===== src/hdl/ftsu_pkg.sv =====
package ftsu_pkg;

    localparam int SEQ_DEPTH_DEF  = 8192;
    localparam int LOOP_DEPTH_DEF = 67;
    localparam int NUM_INST_DEF   = 20;
    localparam int ROW_WALK_DEF   = 256;

    localparam int CNT_W = 17;   // loop count: high half of param plus one
    localparam int ROW_W = 96;   // op, len, pitch, param

    localparam logic [15:0] ROP_END    = 16'h0046;
    localparam logic [15:0] ROP_VOICE  = 16'h0056;
    localparam logic [15:0] ROP_NOTE   = 16'h0050;
    localparam logic [15:0] ROP_REST   = 16'h0052;
    localparam logic [15:0] ROP_SLIDE  = 16'h0053;
    localparam logic [15:0] ROP_LPOINT = 16'h006C;
    localparam logic [15:0] ROP_LOOP   = 16'h004C;

    typedef enum logic [1:0] {CMD_WR_ROW, CMD_WR_INST, CMD_TICK, CMD_NONE} t_cmd;
    typedef enum logic [1:0] {EV_NONE, EV_NOTE, EV_REST, EV_SLIDE} t_event;
    typedef enum logic [2:0] {
        ERR_NONE, ERR_BAD_ROW, ERR_LOOP_OVF, ERR_TICK_LIMIT, ERR_RUNAWAY
    } t_err;
    typedef enum logic [2:0] {
        RC_END, RC_VOICE, RC_NOTE, RC_REST, RC_SLIDE, RC_LPOINT, RC_LOOP, RC_BAD
    } t_row_class;
    typedef enum logic [3:0] {
        DP_NOP, DP_WR_ROW, DP_WR_INST, DP_TICK_START, DP_SLIDE, DP_ROW_ISSUE,
        DP_ROW_LATCH, DP_EXEC, DP_INST_LATCH, DP_LOOP_ISSUE, DP_LOOP_APPLY,
        DP_WALK_ABORT, DP_VOICE_NEXT, DP_EMIT_NEXT
    } t_dp_op;

    typedef struct packed {
        t_row_class row_class;
        logic       wait_zero;
        logic       halted;
        logic       walk_full;
        logic       last_voice;
    } t_dp_stat;

    function automatic t_row_class classify(input logic [15:0] op);
        t_row_class rc;
        case (op)
            ROP_END:    rc = RC_END;
            ROP_VOICE:  rc = RC_VOICE;
            ROP_NOTE:   rc = RC_NOTE;
            ROP_REST:   rc = RC_REST;
            ROP_SLIDE:  rc = RC_SLIDE;
            ROP_LPOINT: rc = RC_LPOINT;
            ROP_LOOP:   rc = RC_LOOP;
            default:    rc = RC_BAD;
        endcase
        return rc;
    endfunction

endpackage


===== src/hdl/ftsu_ctrl.sv =====
module ftsu_ctrl (
    input  logic                i_clk,
    input  logic                i_rst_n,
    input  logic                i_in_valid,
    input  logic [1:0]          i_cmd,
    input  logic                i_out_ready,
    input  ftsu_pkg::t_dp_stat  i_stat,
    output logic                o_in_ready,
    output logic                o_out_valid,
    output ftsu_pkg::t_dp_op    o_op
);
    typedef enum logic [3:0] {
        S_IDLE, S_TICK, S_SLIDE, S_CHECK, S_READ, S_EXEC, S_INST,
        S_LISSUE, S_LAPPLY, S_VDONE, S_EMIT
    } t_state;

    t_state r_state, n_state;
    ftsu_pkg::t_cmd cmd;

    assign cmd         = ftsu_pkg::t_cmd'(i_cmd);
    assign o_in_ready  = (r_state == S_IDLE);
    assign o_out_valid = (r_state == S_EMIT);

    always_comb begin
        n_state = r_state;
        o_op    = ftsu_pkg::DP_NOP;
        unique case (r_state)
            S_IDLE: begin
                if (i_in_valid) begin
                    unique case (cmd)
                        ftsu_pkg::CMD_WR_ROW:  o_op = ftsu_pkg::DP_WR_ROW;
                        ftsu_pkg::CMD_WR_INST: o_op = ftsu_pkg::DP_WR_INST;
                        ftsu_pkg::CMD_TICK: begin
                            o_op    = ftsu_pkg::DP_TICK_START;
                            n_state = S_TICK;
                        end
                        ftsu_pkg::CMD_NONE:    o_op = ftsu_pkg::DP_NOP;
                    endcase
                end
            end
            S_TICK:  n_state = i_stat.halted ? S_EMIT : S_SLIDE;
            S_SLIDE: begin
                o_op    = ftsu_pkg::DP_SLIDE;
                n_state = S_CHECK;
            end
            S_CHECK: begin
                priority if (!i_stat.wait_zero || i_stat.halted) begin
                    n_state = S_VDONE;
                end else if (i_stat.walk_full) begin
                    o_op    = ftsu_pkg::DP_WALK_ABORT;
                    n_state = S_VDONE;
                end else begin
                    o_op    = ftsu_pkg::DP_ROW_ISSUE;
                    n_state = S_READ;
                end
            end
            S_READ: begin
                o_op    = ftsu_pkg::DP_ROW_LATCH;
                n_state = S_EXEC;
            end
            S_EXEC: begin
                o_op = ftsu_pkg::DP_EXEC;
                priority if (i_stat.row_class == ftsu_pkg::RC_NOTE) begin
                    n_state = S_INST;
                end else if (i_stat.row_class == ftsu_pkg::RC_LOOP) begin
                    n_state = S_LISSUE;
                end else begin
                    n_state = S_CHECK;
                end
            end
            S_INST: begin
                o_op    = ftsu_pkg::DP_INST_LATCH;
                n_state = S_CHECK;
            end
            S_LISSUE: begin
                o_op    = ftsu_pkg::DP_LOOP_ISSUE;
                n_state = S_LAPPLY;
            end
            S_LAPPLY: begin
                o_op    = ftsu_pkg::DP_LOOP_APPLY;
                n_state = S_CHECK;
            end
            S_VDONE: begin
                o_op    = ftsu_pkg::DP_VOICE_NEXT;
                n_state = (i_stat.halted || i_stat.last_voice) ? S_EMIT : S_SLIDE;
            end
            S_EMIT: begin
                if (i_out_ready) begin
                    o_op = ftsu_pkg::DP_EMIT_NEXT;
                    if (i_stat.last_voice) begin
                        n_state = S_IDLE;
                    end
                end
            end
        endcase
    end

    always_ff @(posedge i_clk) begin
        if (!i_rst_n) begin
            r_state <= S_IDLE;
        end else begin
            r_state <= n_state;
        end
    end
endmodule


===== config.mk =====
export PLATFORM = sky130hd
export DESIGN_NAME = ftsu_ctrl
export DESIGN_NICKNAME = d
export VERILOG_FILES = /design/src/hdl/ftsu_pkg.sv /design/src/hdl/ftsu_ctrl.sv
export SDC_FILE = /design/constraint.sdc
export NUM_CORES = 1
export LEC_CHECK = 0
export BUFFER_PORTS_ARGS = -buffer_cell sky130_fd_sc_hd__buf_2
export CORE_UTILIZATION = 30
export CTS_CLUSTER_SIZE = 40
export DETAILED_ROUTE_END_ITERATION = 8
export SLEW_MARGIN = 20
export SYNTH_ARGS = -nofsm -noshare
export SYNTH_HDL_FRONTEND = slang
export SYNTH_SLANG_ARGS = --single-unit

===== constraint.sdc =====
create_clock -name i_clk -period 1.4 [get_ports i_clk]
set_input_delay 0.28 -clock i_clk [delete_from_list [all_inputs] [get_ports i_clk]]
set_output_delay 0.28 -clock i_clk [all_outputs]
set_load 0.05 [all_outputs]

---- Word-level counts from Yosys, hierarchy flattened ----
Cells that the tools add are included.
operators by class
  reduce and logical (&&, ||, !) cells .... 7
  mux-type cells .......................... 17
  equality and inequality tests ........... 19
operators with widths
  kind                number
  $mux 4              12
  $pmux 4 s10         1
  $pmux 4 s9          1
  $eq 4x3->1 const B  4
  $pmux 4 s4          1
  $eq 4x4->1 const B  3
  $eq 4x2->1 const B  2
  $mux 3              2
  $ne 2x2->1 const B  3
  $eq 2x2->1 const B  2
  $eq 4x1->1 const B  1
  $logic_not 4->1     1
  $reduce_and 4->1    1
  $eq 3x2->1 const B  1
  $eq 3x3->1 const B  1
  $reduce_or 3->1     1
  $eq 2x1->1 const B  1
  $logic_not 2->1     1
  $logic_or 1x1->1    2
  $ne 2x1->1 const B  1
  $logic_not 1->1     1
storage, ports and cells
  register bits after elaboration ......... 4
  input bits .............................. 13
  logic and storage cells ................. 44

---- Longest topological paths before layout ----
  depth in word-level cells ............... 4
  mapped depth ............................ 6
  mapped depth without buffers ............ 6

---- Least setup slack after synthesis ----
OpenSTA, ideal clock, no wires.
  path kind ............................... register -> register
  from .................................... register r_state[0]
  to ...................................... register r_state[0]
  clock period less this slack ............ 2524 ps
  path buffers ............................ 1
  required time ........................... 1262 ps
  arrival ................................. 2387 ps
  path slack .............................. -1124 ps
  stages on the path, launching flop included .. 5
  cells stage by stage .................... dfxtp_1 -> buf_4 -> nor4_1 -> a21boi_0 -> a2111oi_2
on the way
  cells in the longest elaborated chain, start to end .. 3
  elaborated cells between the ends (all ways) .. 18
RTL lines
  element                                                           RTL line          RTL
  start, declared                                                   ftsu_ctrl.sv:17   t_state r_state, n_state;
  start signal, assigned                                            ftsu_ctrl.sv:102  r_state <= n_state;
  $logic_not 4->1 (*)                                               n/a
  net o_in_ready                                                    ftsu_ctrl.sv:8    output logic o_in_ready,
  $ne 2x1->1 (no source line) / $ne 2x2->1 (equally long branches)  n/a
  $reduce_and 4->1 (no source line)                                 n/a
The timed path passes the listed nets; every way through them passes the cells marked *.
A chain may end at the register's enable or synchronous reset.

---- Worst setup path after layout ----
  from .................................... register r_state[0]
  to ...................................... output o_op[0]
on the way
  cells in the longest elaborated chain, start to end .. 2
  elaborated cells between the ends (all ways) .. 11
RTL lines
  element                                   RTL line         RTL
  $eq 4x4->1, or another cell as far along  ftsu_ctrl.sv:27  unique case (r_state)
  $pmux 4 s10 (*)                           ftsu_ctrl.sv:27
  end, declared                             ftsu_ctrl.sv:10  output ftsu_pkg::t_dp_op o_op
Mark *: on every way between the ends. The rest lies on a longest branch, timed or not.

==> results.yml <==
cts:
  cts_hold_buffers: 0
  cts_made_buffers: 3
  cts_sinks: 4
  cts_buffer_depth: 2
  cts_tree: "built"
  path_clk_slew_ns: 0.04
  htree_levels: 1
  clock_latency_ns: 0.26
  cts.root.buffer_cell: "clkbuf_4"
global_routing:
  grt_first_pass_wirelength_microns: 2550
  met1_usage_pct: 26.5
  grt_pass1_vias: 582
  grt_util_all_layers_pct: 24.1
  globalRouteMet3Util_pct: 2.17
  grt_overflow_total: 0
  grt_max_degree: 9
  antenna_found_initial: 0
  met2_usage_pct: 43.8
  busiest_layer: "met2"
worst_setup_path:
  cp_max_fo: 3
  worst_ep_arrival_time_ns: 1.46
  end_kind: "output port"
  worst-setup-path-type: "reg2out"
  required_ns: 1.12
  startpoint_type: "flop"
die:
  num_rows: 13
  die_w_microns: 40.9
  core_area_sq_um: 1350
  fp.dieH_microns: 40.9
  top_level_ports: 19
  initial_utilization_pct: 33.6
  die_area_sq_um: 1670
final_layout:
  drive_gt1_share_pct: 74.5
  top_regs: "r_state x4"
  design_area_sq_um: 1000
  regMostFlops: "r_state"
  seq_area_sq_um: 95.1
  largest_register_ff_count: 4
  multiInputGateArea_sq_um: 499
  fillerInstances: 102
  postLayoutCoreUtil_pct: 74.4
  num_antenna_cells: 0
  areaGrowthSynthToFinish_pct: 121
  final_nets: 118
timing:
  grt_setup_unrepaired: "yes"
  finalSetupViolations: 7
  fin_tns_setup_ns: -1.97
  drv_slew: 0
  relSlewSlack_pct: 68.6
  min_period_over_period_pct: 124
  fmax_mhz: 574
  fin_ws_ns: -0.341
  final.min_clock_period_ns: 1.74
  hold_viol: 0
  worstMarginPinSlew_ns: 0.466
  finClkSkew_ns: 0.00645
logic_synthesis:
  async_flop_share_pct: 0
  synth_warnings: 0
  synth_seq_cells: 4
  synth_flop_cell: "dfxtp_1"
  seq_area_frac_synth_pct: 17.6
  syn_area_per_cell_sq_um: 7.45
  syn_nets: 75
  synth_cell_types: 33
  synthCells: 61
  syn_area_sq_um: 454
  synth-edff-count: 0
job:
  drv_cap: 0
power_and_ir_drop:
  p_leak_nw: 0.440
  power_density_nw_per_um2: 1680
  total_power_mw: 1.69
  irDropWorstVdd_mv: 1.39
route:
  drc_errors: 0
  first_pass_iters: 4
  detail-route-antenna-nets: 0
  via_count: 604
  vias_per_cell: 5.16
  drt_iter0_markers: 8
  drt_wl_total_microns: 1720
  wl_per_cell_microns: 14.7
placement:
  preCtsSetupSlack_ns: -0.314
  portBuffers: 18
  place.gp.congestion: 0.691
  place_area_sq_um: 756
  hpwlAfterDp_microns: 1080
outcome:
  status: "finished, violations left"
  violations: "setup timing"
min_path:
  hp-class: "in2reg"
area by class of cell:
cell class	count	area share, %
tap	15	1.87
multi-input combinational	47	49.7
sequential	4	9.46
timing repair buffer	43	34.4
inverter	5	2.37
clock buffer	3	2.24
worst max-delay path, stage by stage (launching register included):
cell,delay (ns)
dfxtp_4,0.35
buf_4,0.15
nor4_4,0.26
a22oi_2,0.10
o21ai_4,0.16
buf_6,0.18
cells by family (layout without fill, tap and decap cells):
family                     count (synthesis)  count (layout)  synth area share (%)
adders and majority gates                  1               1                  2.75
and+or+nand+nor                           23              23                  33.3
DFF                                        4               4                  17.6
AOI/OAI and AO/OA                         21              21                  30.6
buffers and inverters                     10              51                  11.3
muxes                                      2               2                  4.41
through the flow:
stage	instances	hold slack, ns
4_1_cts	116	0.257
5_1_grt	117	0.282
3_5_place_dp	107	0.502
3_3_place_gp	107	0.497
6_report	117	0.252
2_1_floorplan	61	0.398
worst paths after layout:
path                endpoint  slack (ns)       start  cells after the start
hold / removal    r_state[2]        0.25     i_rst_n                      2
hold reg to reg   r_state[1]        0.65  r_state[1]                      3
setup / recovery     o_op[0]       -0.34  r_state[0]                      5
setup reg to reg  r_state[0]       -0.13  r_state[3]                      6
power breakdown:
part           internal [mW]  total (mW)  leakage (nW)  switching, mW
clock network         0.0970       0.161        0.0138         0.0642
logic                  0.649        1.30         0.391          0.654
registers              0.163       0.228        0.0356         0.0655
cells in the mapped netlist, types with 2 or more instances:
library cell  instances  area [sq um]
a21oi_1               4          20.0
a22oi_1               2          15.0
buf_2                 2          10.0
dfxtp_1               4          80.1
inv_1                 5          18.8
mux2i_1               2          20.0
nand2_1               5          18.8
nand2b_1              3          18.8
nand3b_1              2          15.0
nor2b_1               2          12.5
nor4_1                3          18.8
o21ai_0               5          25.0
o31ai_1               2          15.0
cells in the final DEF, fill, tap and decap left out, drive strengths merged, types with 2 or more instances in the layout:
cell | synthesis | layout
o21ai | 6 | 6
nand3b | 2 | 2
buf | 4 | 43
nor2b | 3 | 3
a21oi | 4 | 4
clkbuf | 1 | 3
inv | 5 | 5
nor4 | 3 | 3
o31ai | 2 | 2
dfxtp | 4 | 4
nand2b | 4 | 4
mux2i | 2 | 2
a22oi | 2 | 2
nand2 | 5 | 5
layer usage:
metal / wire [microns] / vias to the layer above
met5: 0 / -
met4: 36 / 0
met3: 33 / 5
met2: 969 / 11
met1: 682 / 283
li1: - / 305
repair_timing:
item | in CTS | in global routing
endpoints found under the hold margin | 0 | 0
pin swaps | 10 | 10
gates resized for setup | 37 | 8
setup endpoints to repair | 7 | 9
buffers inserted | 6 | 1
No activity file was read; power rests on OpenSTA's default activity.
